--- config.mk ---
export PLATFORM = sky130hd
export DESIGN_NAME = imu_complementary_attitude_top
export DESIGN_NICKNAME = d
export VERILOG_FILES = /design/src/rtl/imuca_pkg.sv /design/src/rtl/imuca_mul.sv /design/src/rtl/imuca_cordic.sv /design/src/rtl/imu_complementary_attitude_top.sv
export SDC_FILE = /design/constraint.sdc
export NUM_CORES = 2
export LEC_CHECK = 0
export ABC_AREA = 1
export BUFFER_PORTS_ARGS = -buffer_cell sky130_fd_sc_hd__buf_4
export CORE_MARGIN = 2
export CORE_UTILIZATION = 25
export CTS_BUF_LIST = sky130_fd_sc_hd__clkbuf_2
export DETAILED_ROUTE_END_ITERATION = 16
export GPL_ROUTABILITY_DRIVEN = 0
export PLACE_DENSITY = 0.36
export SETUP_SLACK_MARGIN = 0.1
export SLEW_MARGIN = 20
export SYNTH_ARGS = -nofsm -noshare
export SYNTH_HDL_FRONTEND = slang
export SYNTH_HIERARCHICAL = 1
export SYNTH_SLANG_ARGS = --single-unit
--- constraint.sdc ---
create_clock -name clk -period 8.8 [get_ports clk]
set_input_delay 0 -clock clk [delete_from_list [all_inputs] [get_ports clk]]
set_output_delay 0 -clock clk [all_outputs]
set_load 0.01 [all_outputs]
--- src/rtl/imuca_pkg.sv ---
`timescale 1ns / 1ps
// Shared types, constants and tables for the IMU complementary attitude block.
package imuca_pkg;

	// Stream payload widths
	localparam int S_DATA_W = 112;
	localparam int M_DATA_W = 120;

	// Configuration port
	localparam int CFG_IDX_W  = 2;
	localparam int CFG_DATA_W = 17;
	localparam logic [CFG_IDX_W-1:0] REG_GYRO_GAIN    = 2'd0;
	localparam logic [CFG_IDX_W-1:0] REG_BLEND_WEIGHT = 2'd1;
	localparam logic [15:0] GAIN_RESET   = 16'd5115;
	localparam logic [16:0] WEIGHT_RESET = 17'd62415;
	localparam logic [16:0] WEIGHT_ONE   = 17'd65536;

	// CORDIC datapath
	localparam int XW      = 34;   // x/y working width
	localparam int ZW      = 26;   // angle width, signed Q10.16 degrees
	localparam int TAB_LEN = 24;
	localparam logic signed [ZW-1:0] Z_QUARTER = 26'sd5898240;  // 90 degrees

	// Shared multiplier
	localparam int MA_W = 33;
	localparam int MB_W = 18;
	localparam int MP_W = MA_W + MB_W;

	// Temperature: floor(M / 34000) via reciprocal floor(2^32 / 34000)
	localparam logic [MB_W-1:0] TEMP_RECIP  = 18'd126322;
	localparam logic [MB_W-1:0] TEMP_DIV    = 18'd34000;
	localparam logic signed [31:0] TEMP_GAIN = 32'sd25600;
	localparam logic signed [31:0] TEMP_OFS  = 32'sd875030120;  // bias + rounding + 16384*34000
	localparam logic [17:0] TEMP_BIAS_Q  = 18'd16384;

	typedef enum logic [2:0] {
		ST_IDLE,
		ST_PRE,
		ST_PITCH_GO,
		ST_PITCH_RUN,
		ST_ROLL_GO,
		ST_ROLL_RUN,
		ST_POST,
		ST_DONE
	} imuca_state_t;

	typedef struct packed {
		logic busy;
		logic done;
	} cordic_stat_t;

	// atan(2^-i) in Q16.16 degrees
	function automatic logic [21:0] atan_entry(input logic [4:0] idx);
		logic [21:0] v;
		case (idx)
			5'd0:  v = 22'd2949120;
			5'd1:  v = 22'd1740967;
			5'd2:  v = 22'd919879;
			5'd3:  v = 22'd466945;
			5'd4:  v = 22'd234379;
			5'd5:  v = 22'd117304;
			5'd6:  v = 22'd58665;
			5'd7:  v = 22'd29335;
			5'd8:  v = 22'd14668;
			5'd9:  v = 22'd7334;
			5'd10: v = 22'd3667;
			5'd11: v = 22'd1833;
			5'd12: v = 22'd917;
			5'd13: v = 22'd458;
			5'd14: v = 22'd229;
			5'd15: v = 22'd115;
			5'd16: v = 22'd57;
			5'd17: v = 22'd29;
			5'd18: v = 22'd14;
			5'd19: v = 22'd7;
			5'd20: v = 22'd4;
			5'd21: v = 22'd2;
			5'd22: v = 22'd1;
			default: v = 22'd0;
		endcase
		return v;
	endfunction

	// Clamp to the signed 32-bit range
	function automatic logic signed [31:0] sat32(input logic signed [MP_W-1:0] v);
		logic signed [31:0] r;
		if (v > 51'sd2147483647) begin
			r = 32'sh7FFFFFFF;
		end else if (v < -51'sd2147483648) begin
			r = 32'sh80000000;
		end else begin
			r = v[31:0];
		end
		return r;
	endfunction

endpackage

--- src/rtl/imuca_mul.sv ---
`timescale 1ns / 1ps
// Shared signed 33x18 multiplier with registered product.
module imuca_mul (
	input  logic                                clk,
	input  logic signed [imuca_pkg::MA_W-1:0]   a,
	input  logic signed [imuca_pkg::MB_W-1:0]   b,
	output logic signed [imuca_pkg::MP_W-1:0]   p_q
);

	logic signed [imuca_pkg::MP_W-1:0] prod;

	assign prod = a * b;

	always_ff @(posedge clk) begin
		p_q <= prod;
	end

endmodule

--- src/rtl/imuca_cordic.sv ---
`timescale 1ns / 1ps
// Iterative CORDIC vectoring unit: atan2(num, den) in Q16.16 degrees, one step per cycle.
module imuca_cordic #(
	parameter int STEPS = 16
) (
	input  logic                              clk,
	input  logic                              arst_n,
	input  logic                              start,
	input  logic signed [15:0]                num,
	input  logic signed [15:0]                den,
	output imuca_pkg::cordic_stat_t           stat,
	output logic signed [imuca_pkg::ZW-1:0]   angle
);

	localparam int IW = $clog2(STEPS);

	logic signed [imuca_pkg::XW-1:0] x_q, y_q, x_in, y_in, x0, y0, xs, ys;
	logic signed [imuca_pkg::ZW-1:0] z_q, z0, tab;
	logic [IW-1:0] i_q;
	logic          busy_q, done_q, zero_q, last;

	// operands scaled by 2^14
	assign x_in = $signed({{(imuca_pkg::XW-30){den[15]}}, den, 14'b0});
	assign y_in = $signed({{(imuca_pkg::XW-30){num[15]}}, num, 14'b0});

	// fold the left half-plane by a quarter turn
	always_comb begin
		x0 = x_in;
		y0 = y_in;
		z0 = '0;
		if (x_in < 0) begin
			if (y_in >= 0) begin
				x0 = y_in;
				y0 = -x_in;
				z0 = imuca_pkg::Z_QUARTER;
			end else begin
				x0 = -y_in;
				y0 = x_in;
				z0 = -imuca_pkg::Z_QUARTER;
			end
		end
	end

	assign xs   = x_q >>> i_q;
	assign ys   = y_q >>> i_q;
	assign tab  = $signed(imuca_pkg::ZW'(imuca_pkg::atan_entry(5'(i_q))));
	assign last = (i_q == IW'(STEPS - 1));

	always_ff @(posedge clk or negedge arst_n) begin
		if (!arst_n) begin
			busy_q <= 1'b0;
			done_q <= 1'b0;
			i_q    <= '0;
			zero_q <= 1'b0;
		end else begin
			done_q <= busy_q && last;
			if (start) begin
				busy_q <= 1'b1;
				i_q    <= '0;
				zero_q <= (num == 16'sd0) && (den == 16'sd0);
			end else if (busy_q) begin
				i_q <= i_q + 1'b1;
				if (last) begin
					busy_q <= 1'b0;
				end
			end
		end
	end

	always_ff @(posedge clk) begin
		if (start) begin
			x_q <= x0;
			y_q <= y0;
			z_q <= z0;
		end else if (busy_q) begin
			if (!y_q[imuca_pkg::XW-1]) begin
				x_q <= x_q + ys;
				y_q <= y_q - xs;
				z_q <= z_q + tab;
			end else begin
				x_q <= x_q - ys;
				y_q <= y_q + xs;
				z_q <= z_q - tab;
			end
		end
	end

	assign stat.busy = busy_q;
	assign stat.done = done_q;
	assign angle     = zero_q ? '0 : z_q;

endmodule

--- src/rtl/imu_complementary_attitude_top.sv ---
`timescale 1ns / 1ps
// Top level of the complementary-filter IMU attitude estimator.
//
// Takes one raw IMU sample per transaction (three accelerometer axes, three gyro
// rates, raw temperature) and returns one transaction with blended pitch and roll,
// integrated yaw (all Q16.16 degrees, saturated to 32 bits) and temperature in
// 1/256 degC. Accelerometer pitch = -atan2(ax, az), roll = atan2(ay, az), found by
// an iterative CORDIC; gyro rates times gyro_step_gain step the kept angles, and
// pitch/roll are then blended with the accelerometer angles by blend_weight
// (values above 1.0 act as 1.0). The single CORDIC shift-add stage runs
// CORDIC_STEPS times per atan2 and twice per sample, and a six-step prologue
// plus a five-step blend run on one shared 33x18 multiplier.
// s_tready is high only between samples; a finished result sits in
// the output register, so a new sample is taken while it waits, and the block
// only stalls at the end of the next sample if that result is still not taken.
// Configuration writes (cfg_ready is always high) belong between samples;
// unknown indexes are ignored.
module imu_complementary_attitude_top #(
	parameter int CORDIC_STEPS = 16
) (
	input  logic                                  clk,
	input  logic                                  arst_n,
	// sample in
	input  logic                                  s_tvalid,
	output logic                                  s_tready,
	// accel_x, accel_y, accel_z, gyro_x, gyro_y, gyro_z, temp_raw (16 bit each)
	input  logic [imuca_pkg::S_DATA_W-1:0]        s_tdata,
	// attitude out
	output logic                                  m_tvalid,
	input  logic                                  m_tready,
	// pitch_deg[31:0], roll_deg[63:32], yaw_deg[95:64], temp_c[112:96], zero pad
	output logic [imuca_pkg::M_DATA_W-1:0]        m_tdata,
	// configuration write
	input  logic                                  cfg_valid,
	output logic                                  cfg_ready,
	input  logic [imuca_pkg::CFG_IDX_W-1:0]       cfg_index,
	input  logic [imuca_pkg::CFG_DATA_W-1:0]      cfg_data
);

	// prologue steps on the shared multiplier
	localparam logic [2:0] PRE_GY   = 3'd0;  // gyro_y * gain
	localparam logic [2:0] PRE_GX   = 3'd1;  // gyro_x * gain, pitch gyro path out
	localparam logic [2:0] PRE_GZ   = 3'd2;  // gyro_z * gain, roll gyro path out
	localparam logic [2:0] PRE_TDIV = 3'd3;  // M * reciprocal, yaw out
	localparam logic [2:0] PRE_TMUL = 3'd4;  // quotient estimate * 34000
	localparam logic [2:0] PRE_TFIX = 3'd5;  // remainder correction
	// blend steps
	localparam logic [2:0] POST_PW   = 3'd0;
	localparam logic [2:0] POST_PA   = 3'd1;
	localparam logic [2:0] POST_RW   = 3'd2;
	localparam logic [2:0] POST_RA   = 3'd3;
	localparam logic [2:0] POST_RFIX = 3'd4;

	imuca_pkg::imuca_state_t state_q, state_d;
	logic [2:0] step_q, step_d;

	// configuration
	logic [15:0] gain_q;
	logic [16:0] weight_q, w_c, w_n;

	// captured sample
	logic signed [15:0] ax_q, ay_q, az_q, gx_q, gy_q, gz_q;
	logic [30:0]        m_q;
	logic signed [31:0] m_next;

	// kept state and intermediates
	logic signed [31:0] pitch_acc_q, roll_acc_q, yaw_acc_q;
	logic signed [31:0] pitch_g_q, roll_g_q;
	logic signed [imuca_pkg::ZW-1:0] pitch_a_q, roll_a_q;
	logic signed [imuca_pkg::MP_W-1:0] bacc_q;
	logic [15:0] q_est_q;
	logic [16:0] temp_q;

	// output register
	logic        m_tvalid_q;
	logic [imuca_pkg::M_DATA_W-1:0] m_tdata_q;
	logic        out_free;

	// shared units
	logic signed [imuca_pkg::MA_W-1:0] mul_a;
	logic signed [imuca_pkg::MB_W-1:0] mul_b;
	logic signed [imuca_pkg::MP_W-1:0] mul_p;
	logic                              cd_start;
	logic signed [15:0]                cd_num;
	imuca_pkg::cordic_stat_t           cd_stat;
	logic signed [imuca_pkg::ZW-1:0]   cd_angle;

	// datapath helpers
	logic signed [25:0] g_inc;
	logic signed [imuca_pkg::MP_W-1:0] g_inc_x;
	logic signed [imuca_pkg::MP_W-1:0] bsum;
	logic signed [31:0] blend_out;
	logic [31:0] t_rem;
	logic [17:0] t_sum;

	// gyro increment: floor((rate * gain + 128) / 256)
	function automatic logic signed [25:0] gyro_inc(input logic signed [imuca_pkg::MP_W-1:0] p);
		logic signed [33:0] s;
		s = $signed(p[33:0]) + 34'sd128;
		return s[33:8];
	endfunction

	assign s_tready  = (state_q == imuca_pkg::ST_IDLE);
	assign cfg_ready = 1'b1;
	assign out_free  = !m_tvalid_q || m_tready;
	assign m_tvalid  = m_tvalid_q;
	assign m_tdata   = m_tdata_q;

	assign w_c = (weight_q > imuca_pkg::WEIGHT_ONE) ? imuca_pkg::WEIGHT_ONE : weight_q;
	assign w_n = imuca_pkg::WEIGHT_ONE - w_c;

	assign m_next = 32'($signed(s_tdata[111:96]) * imuca_pkg::TEMP_GAIN) + imuca_pkg::TEMP_OFS;

	assign g_inc   = gyro_inc(mul_p);
	assign g_inc_x = imuca_pkg::MP_W'(g_inc);
	assign bsum    = (bacc_q + mul_p + 51'sd32768) >>> 16;
	assign blend_out = imuca_pkg::sat32(bsum);
	assign t_rem   = {1'b0, m_q} - mul_p[31:0];
	assign t_sum   = {2'b00, q_est_q} + {17'b0, (t_rem >= 32'd34000)} - imuca_pkg::TEMP_BIAS_Q;

	imuca_mul u_mul (
		.clk (clk),
		.a   (mul_a),
		.b   (mul_b),
		.p_q (mul_p)
	);

	assign cd_num = (state_q == imuca_pkg::ST_ROLL_GO) ? ay_q : ax_q;

	imuca_cordic #(
		.STEPS (CORDIC_STEPS)
	) u_cordic (
		.clk    (clk),
		.arst_n (arst_n),
		.start  (cd_start),
		.num    (cd_num),
		.den    (az_q),
		.stat   (cd_stat),
		.angle  (cd_angle)
	);

	// sequencer state
	always_ff @(posedge clk or negedge arst_n) begin
		if (!arst_n) begin
			state_q <= imuca_pkg::ST_IDLE;
			step_q  <= '0;
		end else begin
			state_q <= state_d;
			step_q  <= step_d;
		end
	end

	// next state, multiplier operand select, CORDIC launch
	always_comb begin
		state_d  = state_q;
		step_d   = '0;
		mul_a    = '0;
		mul_b    = '0;
		cd_start = 1'b0;
		case (state_q)
			imuca_pkg::ST_IDLE: begin
				if (s_tvalid) begin
					state_d = imuca_pkg::ST_PRE;
				end
			end
			imuca_pkg::ST_PRE: begin
				step_d = step_q + 3'd1;
				case (step_q)
					PRE_GY: begin
						mul_a = imuca_pkg::MA_W'(gy_q);
						mul_b = $signed({2'b00, gain_q});
					end
					PRE_GX: begin
						mul_a = imuca_pkg::MA_W'(gx_q);
						mul_b = $signed({2'b00, gain_q});
					end
					PRE_GZ: begin
						mul_a = imuca_pkg::MA_W'(gz_q);
						mul_b = $signed({2'b00, gain_q});
					end
					PRE_TDIV: begin
						mul_a = $signed({2'b00, m_q});
						mul_b = $signed(imuca_pkg::TEMP_RECIP);
					end
					PRE_TMUL: begin
						mul_a = $signed({17'b0, mul_p[47:32]});
						mul_b = $signed(imuca_pkg::TEMP_DIV);
					end
					PRE_TFIX: begin
						step_d  = '0;
						state_d = imuca_pkg::ST_PITCH_GO;
					end
					default: begin
						step_d  = '0;
						state_d = imuca_pkg::ST_PITCH_GO;
					end
				endcase
			end
			imuca_pkg::ST_PITCH_GO: begin
				cd_start = 1'b1;
				state_d  = imuca_pkg::ST_PITCH_RUN;
			end
			imuca_pkg::ST_PITCH_RUN: begin
				if (cd_stat.done) begin
					state_d = imuca_pkg::ST_ROLL_GO;
				end
			end
			imuca_pkg::ST_ROLL_GO: begin
				cd_start = 1'b1;
				state_d  = imuca_pkg::ST_ROLL_RUN;
			end
			imuca_pkg::ST_ROLL_RUN: begin
				if (cd_stat.done) begin
					state_d = imuca_pkg::ST_POST;
				end
			end
			imuca_pkg::ST_POST: begin
				step_d = step_q + 3'd1;
				case (step_q)
					POST_PW: begin
						mul_a = imuca_pkg::MA_W'(pitch_g_q);
						mul_b = $signed({1'b0, w_c});
					end
					POST_PA: begin
						mul_a = imuca_pkg::MA_W'(pitch_a_q);
						mul_b = $signed({1'b0, w_n});
					end
					POST_RW: begin
						mul_a = imuca_pkg::MA_W'(roll_g_q);
						mul_b = $signed({1'b0, w_c});
					end
					POST_RA: begin
						mul_a = imuca_pkg::MA_W'(roll_a_q);
						mul_b = $signed({1'b0, w_n});
					end
					POST_RFIX: begin
						step_d  = '0;
						state_d = imuca_pkg::ST_DONE;
					end
					default: begin
						step_d  = '0;
						state_d = imuca_pkg::ST_DONE;
					end
				endcase
			end
			imuca_pkg::ST_DONE: begin
				if (out_free) begin
					state_d = imuca_pkg::ST_IDLE;
				end
			end
			default: begin
				state_d = imuca_pkg::ST_IDLE;
			end
		endcase
	end

	// configuration registers
	always_ff @(posedge clk or negedge arst_n) begin
		if (!arst_n) begin
			gain_q   <= imuca_pkg::GAIN_RESET;
			weight_q <= imuca_pkg::WEIGHT_RESET;
		end else if (cfg_valid && cfg_ready) begin
			case (cfg_index)
				imuca_pkg::REG_GYRO_GAIN:    gain_q   <= cfg_data[15:0];
				imuca_pkg::REG_BLEND_WEIGHT: weight_q <= cfg_data;
				default: ;
			endcase
		end
	end

	// kept angles and output valid
	always_ff @(posedge clk or negedge arst_n) begin
		if (!arst_n) begin
			pitch_acc_q <= '0;
			roll_acc_q  <= '0;
			yaw_acc_q   <= '0;
			m_tvalid_q  <= 1'b0;
		end else begin
			if (state_q == imuca_pkg::ST_PRE && step_q == PRE_TDIV) begin
				yaw_acc_q <= imuca_pkg::sat32(imuca_pkg::MP_W'(yaw_acc_q) + g_inc_x);
			end
			if (state_q == imuca_pkg::ST_POST && step_q == POST_RW) begin
				pitch_acc_q <= blend_out;
			end
			if (state_q == imuca_pkg::ST_POST && step_q == POST_RFIX) begin
				roll_acc_q <= blend_out;
			end
			// a new result replaces one taken in the same cycle
			if (state_q == imuca_pkg::ST_DONE && out_free) begin
				m_tvalid_q <= 1'b1;
			end else if (m_tready) begin
				m_tvalid_q <= 1'b0;
			end
		end
	end

	// payload registers
	always_ff @(posedge clk) begin
		if (s_tvalid && s_tready) begin
			ax_q <= s_tdata[15:0];
			ay_q <= s_tdata[31:16];
			az_q <= s_tdata[47:32];
			gx_q <= s_tdata[63:48];
			gy_q <= s_tdata[79:64];
			gz_q <= s_tdata[95:80];
			m_q  <= m_next[30:0];
		end
		if (state_q == imuca_pkg::ST_PRE) begin
			case (step_q)
				PRE_GX: pitch_g_q <= imuca_pkg::sat32(imuca_pkg::MP_W'(pitch_acc_q) + g_inc_x);
				PRE_GZ: roll_g_q  <= imuca_pkg::sat32(imuca_pkg::MP_W'(roll_acc_q) + g_inc_x);
				PRE_TMUL: q_est_q <= mul_p[47:32];
				PRE_TFIX: temp_q  <= t_sum[16:0];
				default: ;
			endcase
		end
		if (state_q == imuca_pkg::ST_PITCH_RUN && cd_stat.done) begin
			pitch_a_q <= -cd_angle;
		end
		if (state_q == imuca_pkg::ST_ROLL_RUN && cd_stat.done) begin
			roll_a_q <= cd_angle;
		end
		if (state_q == imuca_pkg::ST_POST && (step_q == POST_PA || step_q == POST_RA)) begin
			bacc_q <= mul_p;
		end
		if (state_q == imuca_pkg::ST_DONE && out_free) begin
			m_tdata_q <= {7'b0, temp_q, yaw_acc_q, roll_acc_q, pitch_acc_q};
		end
	end

`ifndef SYNTHESIS
	// CORDIC only finishes while the sequencer waits on it
	a_cordic_done_in_run: assert property (@(posedge clk) disable iff (!arst_n)
		cd_stat.done |-> (state_q == imuca_pkg::ST_PITCH_RUN || state_q == imuca_pkg::ST_ROLL_RUN))
		else $error("CORDIC done outside a wait state");

	// one sample at a time
	a_no_back_to_back: assert property (@(posedge clk) disable iff (!arst_n)
		(s_tvalid && s_tready) |=> !s_tready)
		else $error("sample accepted while busy");

	// temperature from the reciprocal divide stays in the sensor range
	a_temp_range: assert property (@(posedge clk) disable iff (!arst_n)
		m_tvalid |-> ($signed(m_tdata[112:96]) >= -17'sd15321 &&
			$signed(m_tdata[112:96]) <= 17'sd34025))
		else $error("temperature out of range");
`endif

endmodule
==> results.txt <==
The number of standard-cell rows in the floorplan came out at 201. In this run the critical register-to-register path is launched from step_q[0]. The min-delay analysis places its worst path in the category in2reg.

The H-tree was split into 4 levels. The first global-routing pass estimated 450000 um of wire. The layout net count came out at 11781. The type of element launching the critical path is a flop. The worst-case hold path end point is gy_q[6]. The register-to-register setup slack came out at 0.49 ns. The floorplan step set the die height to 552 um. STA classifies the critical path endpoint as a flop. The hold violation count in the final report is 0. The number of port buffers is 250. The number of remaining DRC errors is 0. The number of violations reported at the end of detailed-routing iteration 0 came out at 4558.

The share of the cycle needed by the critical path after routing came out at 94.5%. The count of buffer and inverter cells on the critical path is 10. The cell that appears most often on the critical path is sky130_fd_sc_hd__inv_1.

The number of global-route vias before repair was 69250. The hold path startpoint is s_tdata[70]. In this run, CTS created clock tree buffers numbering 214. The data required time of the critical path came out at 10.23 ns. The number of pins exceeding their max-slew limit in the final report came out at 0.

By startpoint and endpoint, the worst setup path is classified as reg2reg. In the final routed layout, each cell accounts on average for 20.7 um. The floorplan die width is 552 um.

In this run the critical register-to-register path is captured at u_mul/p_q[24]. The total power density per cell area came out at 89.1 mW/mm^2. The core region is 0.299 sq mm. The hold-critical path depth is 4. The clock reaches the later pin of the worst-skew pair after 1.75 ns. The setup TNS is 0 ns. The leakage power summed over all cells is 0.0432 uW. Yosys printed 6 warnings. For this run, the total global-route usage over all layers was measured as 19.7%. The number of endpoints failing setup at the final stage is 0.

Data arrives at the worst endpoint at 9.74 ns. The highest fanout seen on the critical path is 9. The synthesized area per cell came out at 7.64 sq um. The remaining global-route overflow came out at 0. At the end of the flow the core is filled with cells to 29.5%. The cell area after synthesis is 0.0750 sq mm. The deepest clock path buffer count is 4. The number of iterations in the first detailed-routing pass came out at 6. The smallest hold slack is 0.231 ns.

The number of maximum-capacitance violations is 0. Once detailed placement completed, the half-perimeter wirelength came to 248000 um. The floorplan step defined a die boundary enclosing 0.305 sq mm.

Broken down by cell family, the worst path's largest delay share belongs to adder cells. The number of cells on the worst reg-to-reg path is 31. Static timing analysis puts the maximum clock frequency at 120 MHz. The initial antenna violation count came to 13. The fraction of layout cells with a size suffix above 1 came out at 9.94%. The worst path meets setup with 0.488 ns of slack. The worst relative slew slack is 24.7%. The maximum number of pins on one net before global-route repair is 74. The transition time of the tightest slew-check pin is 1.13 ns. The I/O pin total came out at 259. The slowest library cell on the worst path is sky130_fd_sc_hd__fa_1.

For this run, the slowest stage of the critical path takes 0.61 ns. Setup repair after global routing left no endpoint under its margin. The pre-CTS setup slack came out at -0.263 ns.

The CTS tree is yes. The count of nets left with antenna violations after detail routing came out at 0. The clock-pin slew of the registers on the worst-case setup and hold paths is 0.11 ns. CTS saw 718 sinks.

The post-synthesis instance total came out at 9817. The routed wire length is 304000 um. The maximum clock skew at final layout came out at 0.320 ns.

The cell sitting at the root of the clock tree is a sky130_fd_sc_hd__clkbuf_2. The worst vdd rail ir drop came out at 85.5 uV. The run finished with clean final reports. Detailed routing inserted a total of 67691 vias.

The routed via count divided by cell count is 4.61. The starting utilization of the core area is 25.1%. The signed area change from the synthesized netlist to the final layout came out at 17.8%. The shortest clock period the worst path allows after layout came out at 8.31 ns.
[where the power goes]
part           internal, uW  leakage, uW  switching, uW
clock                  1020      0.00145           1690
sequential             3680      0.00707           62.0
combinational           615       0.0347            809
[what timing repair did]
item / 4_1_cts / 5_1_grt
endpoints found under the hold margin: 527 / 0
setup buffers: 2 / 1
resized for setup: 7 / 12
endpoints found under the setup margin: 18 / 12
hold buffers: 443 / 0
gates cloned: 0 / 0
pin swaps: 1 / 0
[metrics by stage]
stage / cell area, sq um / cells / power [uW]
floorplan: 75100 / 9824 / 4530
global placement: 81800 / 13852 / 4970
detailed placement: 81900 / 13852 / 4970
CTS: 88300 / 14676 / 8030
global route: 88400 / 14678 / 8330
finish: 88400 / 14690 / 7880
[area by class of cell]
cell class	count	area [sq um]
fillers	32692	211000
multi-input cells	7046	47000
flip-flops and latches	718	20400
repair buffers	841	7630
inverters	1735	6520
well taps	3958	4950
clock buffers	302	1510
clock inverters	77	399
diodes	13	32.5
[state kept, by name (all words and copies together), names as in the netlist, 32 cells and up]
name / cells
m_tdata: 113
bacc_q: 51
u_mul/p_q: 51
u_cordic/x_q: 34
u_cordic/y_q: 34
pitch_acc_q: 32
pitch_g_q: 32
roll_acc_q: 32
roll_g_q: 32
yaw_acc_q: 32
[placed cells by master, fill, tap and decap left out, types with 32 or more instances in the layout]
cell type,n
sky130_fd_sc_hd__o21bai_1,36
sky130_fd_sc_hd__nor3_1,70
sky130_fd_sc_hd__xnor2_1,103
sky130_fd_sc_hd__nand2_2,65
sky130_fd_sc_hd__nand2_1,2697
sky130_fd_sc_hd__dfrtp_1,117
sky130_fd_sc_hd__clkbuf_2,302
sky130_fd_sc_hd__clkinv_1,56
sky130_fd_sc_hd__nor2_1,711
sky130_fd_sc_hd__xor2_1,238
sky130_fd_sc_hd__nor2_2,51
sky130_fd_sc_hd__a221oi_1,46
sky130_fd_sc_hd__inv_2,48
sky130_fd_sc_hd__dfxtp_1,51
sky130_fd_sc_hd__o21ai_0,354
sky130_fd_sc_hd__ha_1,500
sky130_fd_sc_hd__inv_1,1684
sky130_fd_sc_hd__edfxtp_1,524
sky130_fd_sc_hd__fa_1,588
sky130_fd_sc_hd__buf_4,380
sky130_fd_sc_hd__a22o_1,41
sky130_fd_sc_hd__nor4_1,32
sky130_fd_sc_hd__nand3_1,557
sky130_fd_sc_hd__nand4_1,86
sky130_fd_sc_hd__dlygate4sd3_1,441
sky130_fd_sc_hd__a21oi_1,475
[worst register-to-register path, delay by kind of cell (launching register included)]
family,cells,cell delay [ns]
flip-flops,1,0.42
buffers and inverters,10,1.43
adder cells (fa/ha/maj),8,3.63
AND/OR/NAND/NOR,9,1.60
AO/OA/AOI/OAI,3,0.73
XOR/XNOR,1,0.30
[how the worst max path moves through the flow]
stage | startpoint | end | slack (ns) | depth (start not counted)
final | step_q[0] | u_mul/p_q[24] | 0.49 | 31
after global routing | step_q[0] | u_mul/p_q[47] | 0.11 | 36
after CTS | step_q[0] | u_mul/p_q[24] | 0.15 | 31
after detailed placement | step_q[0] | u_mul/p_q[24] | -0.26 | 34
after global placement | step_q[0] | u_mul/p_q[41] | -0.24 | 30
after floorplan | step_q[1] | u_mul/p_q[49] | 0.75 | 28
[metal layers]
metal / vias up / global-route usage [%] / wire length [um]
met2: 1579 / 34.4 / 147000
met5: - / 0 / 46
li1: 32791 / - / -
met1: 32978 / 25.9 / 136000
met3: 335 / 2.04 / 12300
met4: 8 / 4.89 / 8150
Note: power is estimated with default switching activity, not from simulation.
